$ cat config.mk
export PLATFORM = sky130hd
export DESIGN_NAME = k_way_sorted_stream_merge
export DESIGN_NICKNAME = d
export VERILOG_FILES = /design/src/design/kwm_pkg.sv /design/src/design/kwm_front.sv /design/src/design/kwm_queue.sv /design/src/design/kwm_back.sv /design/src/design/k_way_sorted_stream_merge.sv
export SDC_FILE = /design/constraint.sdc
export NUM_CORES = 1
export LEC_CHECK = 0
export ABC_AREA = 1
export BUFFER_PORTS_ARGS = -buffer_cell sky130_fd_sc_hd__buf_2
export CAP_MARGIN = 40
export CORE_MARGIN = 5
export CORE_UTILIZATION = 30
export DETAILED_ROUTE_END_ITERATION = 10
export GPL_TIMING_DRIVEN = 0
export SYNTH_ARGS = -nofsm -noshare
export SYNTH_HDL_FRONTEND = slang
export SYNTH_SLANG_ARGS = --single-unit
export TNS_END_PERCENT = 1
$ cat constraint.sdc
create_clock -name i_clk -period 5.9 [get_ports i_clk]
set_input_delay 1.18 -clock i_clk [delete_from_list [all_inputs] [get_ports i_clk]]
set_output_delay 1.18 -clock i_clk [all_outputs]
set_load 0.02 [all_outputs]
$ cat src/design/kwm_pkg.sv
// ----------------------------------------------------------------------------
// kwm_pkg
// Shared types and constants for the k-way sorted stream merge.
// ----------------------------------------------------------------------------
`default_nettype none

package kwm_pkg;

    // Number of lists the block can hold heads for.
    localparam int MAX_LISTS = 16;
    // Field widths fixed by the item format.
    localparam int LIST_W    = 4;
    localparam int CNT_W     = 5;
    localparam int DATA_W    = 32;

    // Queue between front and back; depth must be a power of two.
    localparam int QDEPTH    = 2;
    localparam int Q_PTR_W   = $clog2(QDEPTH);
    localparam int Q_CNT_W   = $clog2(QDEPTH + 1);

    localparam logic [CNT_W-1:0] LIST_COUNT_RESET = CNT_W'(MAX_LISTS);

    // Item operation codes
    typedef enum logic {
        OP_ELEMENT = 1'b0,
        OP_END     = 1'b1
    } t_op;

    // One input item after acceptance
    typedef struct packed {
        t_op                       op;
        logic [LIST_W-1:0]         idx;
        logic signed [DATA_W-1:0]  value;
    } t_item;

    // One result item
    typedef struct packed {
        logic                      has_value;
        logic signed [DATA_W-1:0]  merged_value;
        logic [LIST_W-1:0]         source_list;
        logic                      request_valid;
        logic [LIST_W-1:0]         request_list;
        logic                      merge_done;
    } t_result;

endpackage

`default_nettype wire

$ cat src/design/kwm_front.sv
// ----------------------------------------------------------------------------
// kwm_front
// Input stage: registers each transfer and drops items for lists not in use.
// ----------------------------------------------------------------------------
`default_nettype none

module kwm_front (
    input  wire logic                       i_clk,
    input  wire logic                       i_rst_n,
    input  wire logic [kwm_pkg::CNT_W-1:0]  i_eff_count,
    // input channel
    input  wire logic                       i_in_valid,
    output logic                            o_in_ready,
    input  wire kwm_pkg::t_item             i_item,
    // toward the queue
    output logic                            o_push,
    output kwm_pkg::t_item                  o_item,
    input  wire logic                       i_q_ready
);

    logic            r_valid;
    kwm_pkg::t_item  r_item;
    logic            w_in_range;
    logic            w_drain;

    // Lists at or above the active count take no part
    assign w_in_range = ({1'b0, r_item.idx} < i_eff_count);
    assign w_drain    = r_valid && (!w_in_range || i_q_ready);
    assign o_push     = r_valid && w_in_range && i_q_ready;
    assign o_item     = r_item;
    assign o_in_ready = !r_valid || w_drain;

    // Holding register
    always_ff @(posedge i_clk) begin
        if (!i_rst_n) begin
            r_valid <= 1'b0;
        end else begin
            if (i_in_valid && o_in_ready) begin
                r_valid <= 1'b1;
                r_item  <= i_item;
            end else if (w_drain) begin
                r_valid <= 1'b0;
            end
        end
    end

endmodule

`default_nettype wire

$ cat src/design/kwm_queue.sv
// ----------------------------------------------------------------------------
// kwm_queue
// Short FIFO of items between the front and the back.
// ----------------------------------------------------------------------------
`default_nettype none

module kwm_queue (
    input  wire logic             i_clk,
    input  wire logic             i_rst_n,
    input  wire logic             i_push,
    input  wire kwm_pkg::t_item   i_item,
    output logic                  o_ready,
    input  wire logic             i_pop,
    output logic                  o_valid,
    output kwm_pkg::t_item        o_item
);

    kwm_pkg::t_item                r_mem [kwm_pkg::QDEPTH];
    logic [kwm_pkg::Q_PTR_W-1:0]   r_wr_ptr;
    logic [kwm_pkg::Q_PTR_W-1:0]   r_rd_ptr;
    logic [kwm_pkg::Q_CNT_W-1:0]   r_count;

    assign o_ready = (r_count != kwm_pkg::Q_CNT_W'(kwm_pkg::QDEPTH));
    assign o_valid = (r_count != '0);
    assign o_item  = r_mem[r_rd_ptr];

    // Storage
    always_ff @(posedge i_clk) begin
        if (i_push) begin
            r_mem[r_wr_ptr] <= i_item;
        end
    end

    // Pointers and fill count
    always_ff @(posedge i_clk) begin
        if (!i_rst_n) begin
            r_wr_ptr <= '0;
            r_rd_ptr <= '0;
            r_count  <= '0;
        end else begin
            if (i_push) begin
                r_wr_ptr <= r_wr_ptr + 1'b1;
            end
            if (i_pop) begin
                r_rd_ptr <= r_rd_ptr + 1'b1;
            end
            if (i_push && !i_pop) begin
                r_count <= r_count + 1'b1;
            end else if (i_pop && !i_push) begin
                r_count <= r_count - 1'b1;
            end
        end
    end

endmodule

`default_nettype wire

$ cat src/design/kwm_back.sv
// ----------------------------------------------------------------------------
// kwm_back
// Merge engine: head store, readiness check, serial minimum scan, result reg.
// ----------------------------------------------------------------------------
`default_nettype none

module kwm_back (
    input  wire logic                       i_clk,
    input  wire logic                       i_rst_n,
    input  wire logic [kwm_pkg::CNT_W-1:0]  i_eff_count,
    // from the queue
    input  wire logic                       i_q_valid,
    input  wire kwm_pkg::t_item             i_q_item,
    output logic                            o_q_pop,
    // result channel
    output logic                            o_out_valid,
    input  wire logic                       i_out_ready,
    output kwm_pkg::t_result                o_result
);

    typedef enum logic [1:0] {
        S_IDLE,
        S_EVAL,
        S_SCAN,
        S_EMIT
    } t_state;

    t_state                               r_state;
    logic [kwm_pkg::MAX_LISTS-1:0]        r_present;
    logic [kwm_pkg::MAX_LISTS-1:0]        r_finished;
    logic signed [kwm_pkg::DATA_W-1:0]    r_head_mem [kwm_pkg::MAX_LISTS];
    logic signed [kwm_pkg::DATA_W-1:0]    r_rd_data;

    logic [kwm_pkg::LIST_W-1:0]           r_scan_idx;
    logic                                 r_issue_on;
    logic                                 r_cmp_vld;
    logic [kwm_pkg::LIST_W-1:0]           r_cmp_idx;
    logic                                 r_have_min;
    logic signed [kwm_pkg::DATA_W-1:0]    r_min_val;
    logic [kwm_pkg::LIST_W-1:0]           r_min_idx;
    logic                                 r_wait;
    logic [kwm_pkg::LIST_W-1:0]           r_req_list;

    logic                                 r_out_valid;
    kwm_pkg::t_result                     r_result;

    logic                                 w_busy;
    logic                                 w_head_wr;
    logic [kwm_pkg::LIST_W-1:0]           w_last;
    logic                                 w_out_free;
    logic [kwm_pkg::MAX_LISTS-1:0]        w_missing;
    logic                                 w_any_missing;
    logic [kwm_pkg::LIST_W-1:0]           w_first_missing;

    assign o_q_pop     = (r_state == S_IDLE) && i_q_valid;
    assign w_busy      = r_present[i_q_item.idx] | r_finished[i_q_item.idx];
    assign w_head_wr   = o_q_pop && (i_q_item.op == kwm_pkg::OP_ELEMENT) && !w_busy;
    assign w_last      = kwm_pkg::LIST_W'(i_eff_count - kwm_pkg::CNT_W'(1));
    assign w_out_free  = !r_out_valid || i_out_ready;
    assign o_out_valid = r_out_valid;
    assign o_result    = r_result;

    // Lists in use that hold neither a head nor an end mark; lowest one wins
    always_comb begin
        for (int i = 0; i < kwm_pkg::MAX_LISTS; i++) begin
            w_missing[i] = !r_present[i] && !r_finished[i]
                           && (kwm_pkg::CNT_W'(i) < i_eff_count);
        end
        w_any_missing   = |w_missing;
        w_first_missing = '0;
        for (int i = kwm_pkg::MAX_LISTS - 1; i >= 0; i--) begin
            if (w_missing[i]) begin
                w_first_missing = kwm_pkg::LIST_W'(i);
            end
        end
    end

    // Head store: one write port, one registered read port for the scan
    always_ff @(posedge i_clk) begin
        if (w_head_wr) begin
            r_head_mem[i_q_item.idx] <= i_q_item.value;
        end
        r_rd_data <= r_head_mem[r_scan_idx];
    end

    // Control sequence and result register
    always_ff @(posedge i_clk) begin
        if (!i_rst_n) begin
            r_state     <= S_IDLE;
            r_present   <= '0;
            r_finished  <= '0;
            r_issue_on  <= 1'b0;
            r_cmp_vld   <= 1'b0;
            r_have_min  <= 1'b0;
            r_wait      <= 1'b0;
            r_out_valid <= 1'b0;
            r_scan_idx  <= '0;
        end else begin
            // S_EMIT reloads the result register itself
            if (r_out_valid && i_out_ready && (r_state != S_EMIT)) begin
                r_out_valid <= 1'b0;
            end
            unique case (r_state)
                // Apply one item to the head and end bits
                S_IDLE: begin
                    if (o_q_pop) begin
                        if (i_q_item.op == kwm_pkg::OP_END) begin
                            r_finished[i_q_item.idx] <= 1'b1;
                            r_state                  <= S_EVAL;
                        end else if (!w_busy) begin
                            r_present[i_q_item.idx]  <= 1'b1;
                            r_state                  <= S_EVAL;
                        end
                    end
                end
                // Either ask for a missing list or start the minimum scan
                S_EVAL: begin
                    if (w_any_missing) begin
                        r_wait     <= 1'b1;
                        r_req_list <= w_first_missing;
                        r_state    <= S_EMIT;
                    end else begin
                        r_wait     <= 1'b0;
                        r_scan_idx <= '0;
                        r_issue_on <= 1'b1;
                        r_cmp_vld  <= 1'b0;
                        r_have_min <= 1'b0;
                        r_state    <= S_SCAN;
                    end
                end
                // One head per cycle through a single comparator
                S_SCAN: begin
                    if (r_issue_on) begin
                        r_cmp_vld <= 1'b1;
                        r_cmp_idx <= r_scan_idx;
                        if (r_scan_idx == w_last) begin
                            r_issue_on <= 1'b0;
                        end else begin
                            r_scan_idx <= r_scan_idx + 1'b1;
                        end
                    end
                    if (r_cmp_vld) begin
                        // strict less keeps ties on the lower index
                        if (r_present[r_cmp_idx]
                            && (!r_have_min || r_rd_data < r_min_val)) begin
                            r_have_min <= 1'b1;
                            r_min_val  <= r_rd_data;
                            r_min_idx  <= r_cmp_idx;
                        end
                        if (r_cmp_idx == w_last) begin
                            r_cmp_vld <= 1'b0;
                            r_state   <= S_EMIT;
                        end
                    end
                end
                // Load the result register once it is free
                S_EMIT: begin
                    if (w_out_free) begin
                        r_out_valid <= 1'b1;
                        r_state     <= S_IDLE;
                        priority if (r_wait) begin
                            r_result.has_value     <= 1'b0;
                            r_result.merged_value  <= '0;
                            r_result.source_list   <= '0;
                            r_result.request_valid <= 1'b1;
                            r_result.request_list  <= r_req_list;
                            r_result.merge_done    <= 1'b0;
                        end else if (r_have_min) begin
                            r_present[r_min_idx]   <= 1'b0;
                            r_result.has_value     <= 1'b1;
                            r_result.merged_value  <= r_min_val;
                            r_result.source_list   <= r_min_idx;
                            r_result.request_valid <= 1'b1;
                            r_result.request_list  <= r_min_idx;
                            r_result.merge_done    <= 1'b0;
                        end else begin
                            r_present              <= '0;
                            r_finished             <= '0;
                            r_result.has_value     <= 1'b0;
                            r_result.merged_value  <= '0;
                            r_result.source_list   <= '0;
                            r_result.request_valid <= 1'b0;
                            r_result.request_list  <= '0;
                            r_result.merge_done    <= 1'b1;
                        end
                    end
                end
                default: begin
                    r_state <= S_IDLE;
                end
            endcase
        end
    end

endmodule

`default_nettype wire

$ cat src/design/k_way_sorted_stream_merge.sv
// ----------------------------------------------------------------------------
// k_way_sorted_stream_merge
// Merges up to sixteen ascending sorted lists into one ascending stream.
// ----------------------------------------------------------------------------
// Items enter through a registered front stage and a two-entry queue, so the
// input side keeps taking items while the merge engine works or a result
// waits. An item passes through the front register and the queue before it
// reaches the engine, and the engine handles one item at a time. An item for
// a list not in use is dropped by the front stage; an element over a held
// head or after an end mark is taken by the engine and discarded; neither
// gives a result. An item that leaves some list in use without a head or end
// mark loads a request result through the evaluate and emit states, once the
// result register is free. An item that completes the set of heads starts
// the minimum search, which reads the head store through its single
// registered read port, one list per cycle, into one shared signed
// comparator. The user must write list_count only while the block is idle;
// the block itself does not enforce this.
`default_nettype none

module k_way_sorted_stream_merge (
    input  wire logic                              i_clk,
    input  wire logic                              i_rst_n,
    // configuration
    input  wire logic                              i_cfg_valid,
    output logic                                   o_cfg_ready,
    input  wire logic [kwm_pkg::CNT_W-1:0]         i_cfg_list_count,
    // input items
    input  wire logic                              i_in_valid,
    output logic                                   o_in_ready,
    input  wire logic                              i_operation,
    input  wire logic [kwm_pkg::LIST_W-1:0]        i_list_index,
    input  wire logic signed [kwm_pkg::DATA_W-1:0] i_element_value,
    // result items
    output logic                                   o_out_valid,
    input  wire logic                              i_out_ready,
    output logic                                   o_has_value,
    output logic signed [kwm_pkg::DATA_W-1:0]      o_merged_value,
    output logic [kwm_pkg::LIST_W-1:0]             o_source_list,
    output logic                                   o_request_valid,
    output logic [kwm_pkg::LIST_W-1:0]             o_request_list,
    output logic                                   o_merge_done
);

    logic [kwm_pkg::CNT_W-1:0]  r_list_count;
    logic [kwm_pkg::CNT_W-1:0]  eff_count;
    kwm_pkg::t_item             in_item;
    kwm_pkg::t_item             front_item;
    kwm_pkg::t_item             q_item;
    logic                       front_push;
    logic                       q_ready;
    logic                       q_valid;
    logic                       q_pop;
    kwm_pkg::t_result           result;

    // Configuration register, always writable
    assign o_cfg_ready = 1'b1;

    always_ff @(posedge i_clk) begin
        if (!i_rst_n) begin
            r_list_count <= kwm_pkg::LIST_COUNT_RESET;
        end else if (i_cfg_valid && o_cfg_ready) begin
            r_list_count <= i_cfg_list_count;
        end
    end

    // Zero acts as one, values past the maximum act as the maximum
    always_comb begin
        priority if (r_list_count == '0) begin
            eff_count = kwm_pkg::CNT_W'(1);
        end else if (r_list_count > kwm_pkg::CNT_W'(kwm_pkg::MAX_LISTS)) begin
            eff_count = kwm_pkg::CNT_W'(kwm_pkg::MAX_LISTS);
        end else begin
            eff_count = r_list_count;
        end
    end

    assign in_item.op    = kwm_pkg::t_op'(i_operation);
    assign in_item.idx   = i_list_index;
    assign in_item.value = i_element_value;

    kwm_front u_front (
        .i_clk       (i_clk),
        .i_rst_n     (i_rst_n),
        .i_eff_count (eff_count),
        .i_in_valid  (i_in_valid),
        .o_in_ready  (o_in_ready),
        .i_item      (in_item),
        .o_push      (front_push),
        .o_item      (front_item),
        .i_q_ready   (q_ready)
    );

    kwm_queue u_queue (
        .i_clk   (i_clk),
        .i_rst_n (i_rst_n),
        .i_push  (front_push),
        .i_item  (front_item),
        .o_ready (q_ready),
        .i_pop   (q_pop),
        .o_valid (q_valid),
        .o_item  (q_item)
    );

    kwm_back u_back (
        .i_clk       (i_clk),
        .i_rst_n     (i_rst_n),
        .i_eff_count (eff_count),
        .i_q_valid   (q_valid),
        .i_q_item    (q_item),
        .o_q_pop     (q_pop),
        .o_out_valid (o_out_valid),
        .i_out_ready (i_out_ready),
        .o_result    (result)
    );

    assign o_has_value     = result.has_value;
    assign o_merged_value  = result.merged_value;
    assign o_source_list   = result.source_list;
    assign o_request_valid = result.request_valid;
    assign o_request_list  = result.request_list;
    assign o_merge_done    = result.merge_done;

endmodule

`default_nettype wire

* Word-level counts from Yosys, hierarchy flattened
Memory sizes are Yosys's and may differ from the RTL's. A register that Yosys moved wholly into a read port is not among the register bits. Cells that the tools add are included.
Cells by class: bitwise gates (word level) 7, $lt $le $gt $ge 24, multiplexer cells 80, equal/unequal tests 21, multipliers 0, reductions and logical operators 112, add/subtract/negate cells 6, shift-type cells 0, div/mod/pow operators 0
Operators with widths (number):
- 2-to-1 mux 16 bit | 11
- one-hot mux 16 bit (2 select lines) | 2
- logical AND 1 bit | 46
- 2-to-1 mux 4 bit | 11
- 2-to-1 mux 43 bit | 1
- < comparator 4 x 5 -> 1 bit, first input constant | 8
- logical NOT 1 bit | 39
- < comparator 32 bit | 1
- OR 16 bit | 2
- 2-to-1 mux 1 bit | 28
- < comparator 3 x 5 -> 1 bit, first input constant | 4
- 2-to-1 mux 2 bit | 10
- AND 16 bit | 1
- != test 2 bit, second input constant | 8
- inverter 16 bit | 1
- OR reduction 16 bit | 1
- < comparator 4 x 5 -> 1 bit, second input constant | 3
- 2-to-1 mux 5 bit | 3
- != test 2 x 1 -> 1 bit, second input constant | 7
- binary-select mux 1 bit (select 4 bit) | 3
- 2-to-1 mux 3 bit | 4
- AND reduction 4 bit | 3
- AND reduction 6 bit | 2
- < comparator 1 x 5 -> 1 bit, first input constant | 2
- 29 further kinds | 49
Word-level totals: memories kept 2, latch bits 0, bits of input ports 47, output and inout bits 46, ROM bits 0, flip-flop bits (word level) 177, RAM bits 586, logic and storage cells 282
Memories:
- u_back.r_head_mem | depth 16, width 32, read ports 1, clocked after Yosys merged registers in 1, wr ports 1, line kwm_back.sv:31 | logic signed [kwm_pkg::DATA_W-1:0] r_head_mem [kwm_pkg::MAX_LISTS];
- u_queue.r_mem | depth 2, width 37, read ports 1, clocked after Yosys merged registers in 1, wr ports 1, line kwm_queue.sv:18 | kwm_pkg::t_item r_mem [kwm_pkg::QDEPTH];

* Longest topological paths before layout
depth after elaboration 20, depth in mapped cells 20, mapped depth without buffers 19

* Cells and area by module
From an unflattened synthesis, not the netlist that was laid out.
Second synthesis, totals: cells, all modules 2311, area, all modules 31774.2 µm²
Modules (own cells, without submodules):
- kwm_back | instances 1, cells each 2058, area each 27192.3 µm²
- kwm_queue | instances 1, cells each 150, area each 3050.4 µm²
- kwm_front | instances 1, cells each 68, area each 1306.3 µm²
- k_way_sorted_stream_merge | instances 1, cells each 35, area each 225.2 µm²

* Least setup slack after synthesis
No wires, ideal clock.
path type input-to-reg, start point input port i_rst_n, end point register u_back.r_result, in the netlist u_back.o_result[0] (enable), cell stages on the path 2, arrival time 4.347 ns, required time 5.404 ns, buffers on the path 0, library setup time 0.496 ns, path slack 1.056 ns, cells stage by stage clkinv_1 > nor3_1
On the way: cells in the longest elaborated chain, start to end 1
Ends and longest elaborated chain:
- start, declared | line k_way_sorted_stream_merge.sv:22 | input wire logic i_rst_n,
- AND reduction 3 bit (no source line)
- end, declared | line kwm_back.sv:45 | kwm_pkg::t_result r_result;
Every way passes these cells. A chain may end at the register's enable or synchronous reset.

* Worst setup path after layout
start point register r_list_count[2] (netlist name), end point output port o_in_ready
On the way: cells in the longest elaborated chain, start to end 8
Ends and longest elaborated chain:
- start, declared | line k_way_sorted_stream_merge.sv:44 | logic [kwm_pkg::CNT_W-1:0] r_list_count;
- start signal, assigned | line k_way_sorted_stream_merge.sv:60 | r_list_count <= kwm_pkg::LIST_COUNT_RESET;
- start signal, assigned | line k_way_sorted_stream_merge.sv:62 | r_list_count <= i_cfg_list_count;
- > comparator 5 bit | line k_way_sorted_stream_merge.sv:70 | end else if (r_list_count > kwm_pkg::CNT_W'(kwm_pkg::MAX_LISTS)) begin
- 2-to-1 mux 5 bit | line k_way_sorted_stream_merge.sv:70
- 2-to-1 mux 5 bit * | line k_way_sorted_stream_merge.sv:68 | priority if (r_list_count == '0) begin
- < comparator 4 x 5 -> 1 bit * | line kwm_front.sv:27 | assign w_in_range = ({1'b0, r_item.idx} < i_eff_count);
- logical NOT 1 bit * | line kwm_front.sv:28 | assign w_drain = r_valid && (!w_in_range || i_q_ready);
- logical OR 1 bit * | line kwm_front.sv:28
- logical AND 1 bit * | line kwm_front.sv:28
- logical OR 1 bit * | line kwm_front.sv:31 | assign o_in_ready = !r_valid || w_drain;
- end, declared | line k_way_sorted_stream_merge.sv:29 | output logic o_in_ready,
Mark *: on every way between the ends. The rest lies on a longest branch, timed or not.

==> summary.md <==
| Metric | Value |
|---|---|
| RSZ-0062 raised after global routing | `no` |
| Power Dens Cells | `383 mW/mm²` |
| Worst path max stage delay | `0.31 ns` |
| Routed Antenna Nets | `0` |
| CTS tree | `done` |
| HP Class | `reg -> reg` |
| Initial Utilization | `30.3%` |
| Mapped Nets | `2,535` |
| Reg2Reg Setup Slack | `roughly 2.2 ns` |
| First-pass GRT wire length | `129,000 µm` |
| WP data arrival | `2.67 ns` |
| Gr ovfl total | `0` |
| Routed WL | `90,300 µm` |
| DP Wirelength | `63,400 µm` |
| Drt wl/cell | `approximately 22 µm` |
| Post-synthesis cell count | `between 2,000 and 2,500` |
| DRC Markers | `0` |
| Hold Buf Count CTS | `0` |
| DR pass1 iterations | `7` |
| Vias in the first global route | `between 15,000 and 20,000` |
| Syn avg cell area | `~13 µm²` |
| CP Data Required Time | `about 4.7 ns` |
| Fin. Hold Viols | `0` |
| Placed cell count | `around 4,000` |
| Boundary Pins | `93` |
| Max rail drop VDD | `0.216 mV` |
| Max-cap viol count | `0` |
| Die height | `337 µm` |
| Worst hold stages | `0` |
| DIE AREA | `0.113 mm²` |
| Highest-delay cell along the critical path | `dfxtp_1` |
| All-layer global routing usage | `15.5%` |
| Sequential share of the synthesized area | `around 72%` |
| Via count | `between 20,000 and 25,000` |
| Initial DRC Count | `between 2,000 and 2,500` |
| Post-CTS sizing | `0` |
| Vias per cell | `4.92` |
| Largest area contributor in the netlist | `edfxtp_1` |
| Number of H-tree levels | `3` |
| PortBufs | `roughly 90` |
| Antenna violations before repair | `5` |
| Routability congestion estimate | `between 0.8 and 0.9` |
| Die width | `337 µm` |
| CP max FO | `8` |
| Clk_skew | `0.0187 ns` |
| Root cell of the clock tree | `clkbuf_16` |
| Hold path endpoint | `u_back.r_cmp_idx[2]$_DFFE_PP_` |
| Final count of negative-setup-slack endpoints | `0` |
| Clk sinks | `796` |
| Post-route cell area | `about 0.038 mm²` |
| Outcome | `complete, no violations` |
| Setup bufs post-CTS | `0` |
| Cell with the most instances after synthesis | `edfxtp_1` |
| Top cells by count, synth | `edfxtp_1 (710), nand2_1 (236), inv_1 (225)` |
| Max Transition Viols Final | `0` |
| Asr flop ratio synth | `0%` |
| Placement Rows | `between 100 and 150` |
| Clk buf depth | `3` |
| Non-Filler Instances | `4,157` |
| Worst flop-to-flop path endpoint | `u_back.r_head_mem[13][9]$_DFFE_PP_` |
| Placed Area | `0.0353 mm²` |
| Relative slew slack | `33.3%` |
| Total CTS buffers | `85` |
| Clk Latency, worst-skew pair | `0.65 ns` |
| LEAKAGE | `roughly 0.013 µW` |
| Minimum clock period | `a little under 4 ns` |
| Worst path cell trace | `buf_6 > nor2_4 > nand2_1 > nand2_2 > nand2_2 > ha_1 > a21o_1 > a22oi_1 > and3_1 > nand3_1 > buf_2` |
| CP Launch Type | `flip-flop` |
| Area Overhead vs Synth | `18.8%` |
| Fillers | `10,100` |
| Worst slew pin tran | `1.00 ns` |
| CP Capture Type | `primary output` |
| Distinct cells, synth | `53` |
| Top cell type's share of synthesized area | `66.6%` |
| Synth area leaders | `edfxtp_1 (67%), dfxtp_1 (5.4%), mux2i_1 (4.0%)` |
| Layout cell share with drive strength beyond 1 | `between 10% and 20%` |
| #FFs+latches synth | `796` |
| R2R depth | `15` |
| Most common cell on crit path | `nand2_2` |
| Reg clk slew, reported paths | `0.06 ns` |
| Total core area | `between 0.1 and 0.15 mm²` |
| Largest net degree at the start of global routing | `37` |
| Crit path kind | `reg -> out` |
| Warnings from Yosys | `0` |
| Fmax | `0.260 GHz` |
| Nets | `2,780` |
| Synth Cell Area | `0.0320 mm²` |
| Fin crit share | `65.2%` |
| Hold Path Origin | `u_back.r_scan_idx[2]$_SDFFE_PN0P_` |
| Post-synth EDFFs | `710` |
| Primary FF master, synth | `edfxtp_1` |
worst max path at each step:
stage	start	end	depth (start not counted)
floorplan	i_rst_n	u_back.o_result[0]$_SDFFCE_PP0P_	2
global placement	flip-flop	u_back.r_head_mem[12][11]$_DFFE_PP_	13
detailed placement	i_rst_n	u_back.o_result[24]$_SDFFCE_PP0P_	6
CTS	r_list_count[2]$_SDFFE_PN0P_	o_in_ready	11
global route	r_list_count[2]$_SDFFE_PN0P_	o_in_ready	11
finish	r_list_count[2]$_SDFFE_PN0P_	o_in_ready	11
kinds of logic (layout without fill, tap and decap cells):
| kind of cell | after synthesis | count (layout) | share of synthesized area [%] |
|---|---|---|---|
| and+or+nand+nor | 487 | 487 | 6.56 |
| AOI/OAI and AO/OA | 616 | 616 | 10.9 |
| other | 1 | 3 | 0.0117 |
| adders and majority gates | 42 | 42 | 1.64 |
| buffers and inverters | 365 | 683 | 4.57 |
| muxes | 129 | 129 | 4.03 |
| DFF | 796 | 796 | 72.0 |
| xor gates and xnor gates | 10 | 10 | 0.297 |
power breakdown:
part           internal [µW]  total (µW)  switching, µW
registers               6910        7050            141
logic                    546        2280           1740
clock network           3000        5230           2230
total                  10500       14600           4100
cell usage in the layout (no fill, tap or decap), types with 12 or more instances in the layout:
cell type and count:
clkinv_2 19, buf_6 28, nor2_1 125, clkbuf_1 105
a21oi_1 210, clkinv_1 24, buf_16 12, buf_4 20
ha_1 42, o21ai_0 222, nand3_1 50, inv_1 224
clkbuf_16 85, buf_2 114, o21ai_1 24, nand2_2 13
nand2_1 236, edfxtp_1 710, o211ai_1 132, dfxtp_1 86
nor3_1 12, mux2i_1 129
worst max-delay path, delay by kind of cell (launching register included):
kind,cells,cell delay [ns]
fa+ha+maj,1,0.31
compound gates,2,0.30
flops,1,0.31
simple gates,6,0.75
buf+inv,2,0.34
stage by stage:
| stage | setup slack (ns) | total power [µW] | utilization [%] | hold slack, ns | setup TNS (ns) |
|---|---|---|---|---|---|
| CTS | 2.01 | 14600 | 36.0 | 0.424 | 0 |
| global placement | -2.22 | 9290 | 32.4 | 0.415 | -397.84 |
| finish | 2.05 | 14600 | 36.0 | 0.425 | 0 |
| detailed placement | 2.09 | 9430 | 33.4 | 0.411 | 0 |
| floorplan | 1.06 | 8470 | - | 0.403 | 0 |
| global route | 1.88 | 15100 | 36.0 | 0.435 | 0 |
routing by layer:
metal	vias up	global-route usage [%]	routed length (µm)
met1	10000	21.3	38300
met5	-	0	0
met3	168	3.14	7890
met4	0	4.66	2520
li1	9357	-	-
met2	898	25.0	41600
flip-flops by register name, summed over array words and instances (netlist names), 5 cells and up, named ones only:
signal             cells
u_back.r_head_mem    512
u_queue.r_mem         74
u_back.o_result       43
u_front.o_item        37
u_back.r_min_val      32
u_back.r_rd_data      32
u_back.r_finished     16
u_back.r_present      16
r_list_count           5
cell type report:
| class | count | area, µm² | share of cell area [%] |
|---|---|---|---|
| clock inverter | 56 | 508 | 1.34 |
| tap | 1391 | 1740 | 4.58 |
| inverter | 241 | 912 | 2.40 |
| sequential | 796 | 23000 | 60.6 |
| clock buffer | 104 | 2220 | 5.83 |
| multi-input combinational | 1285 | 7640 | 20.1 |
| buffer | 124 | 551 | 1.45 |
| timing repair buffer | 158 | 1420 | 3.73 |
| antenna | 2 | 5.00 | 0.0132 |
Power figures use the tool's default switching activity.
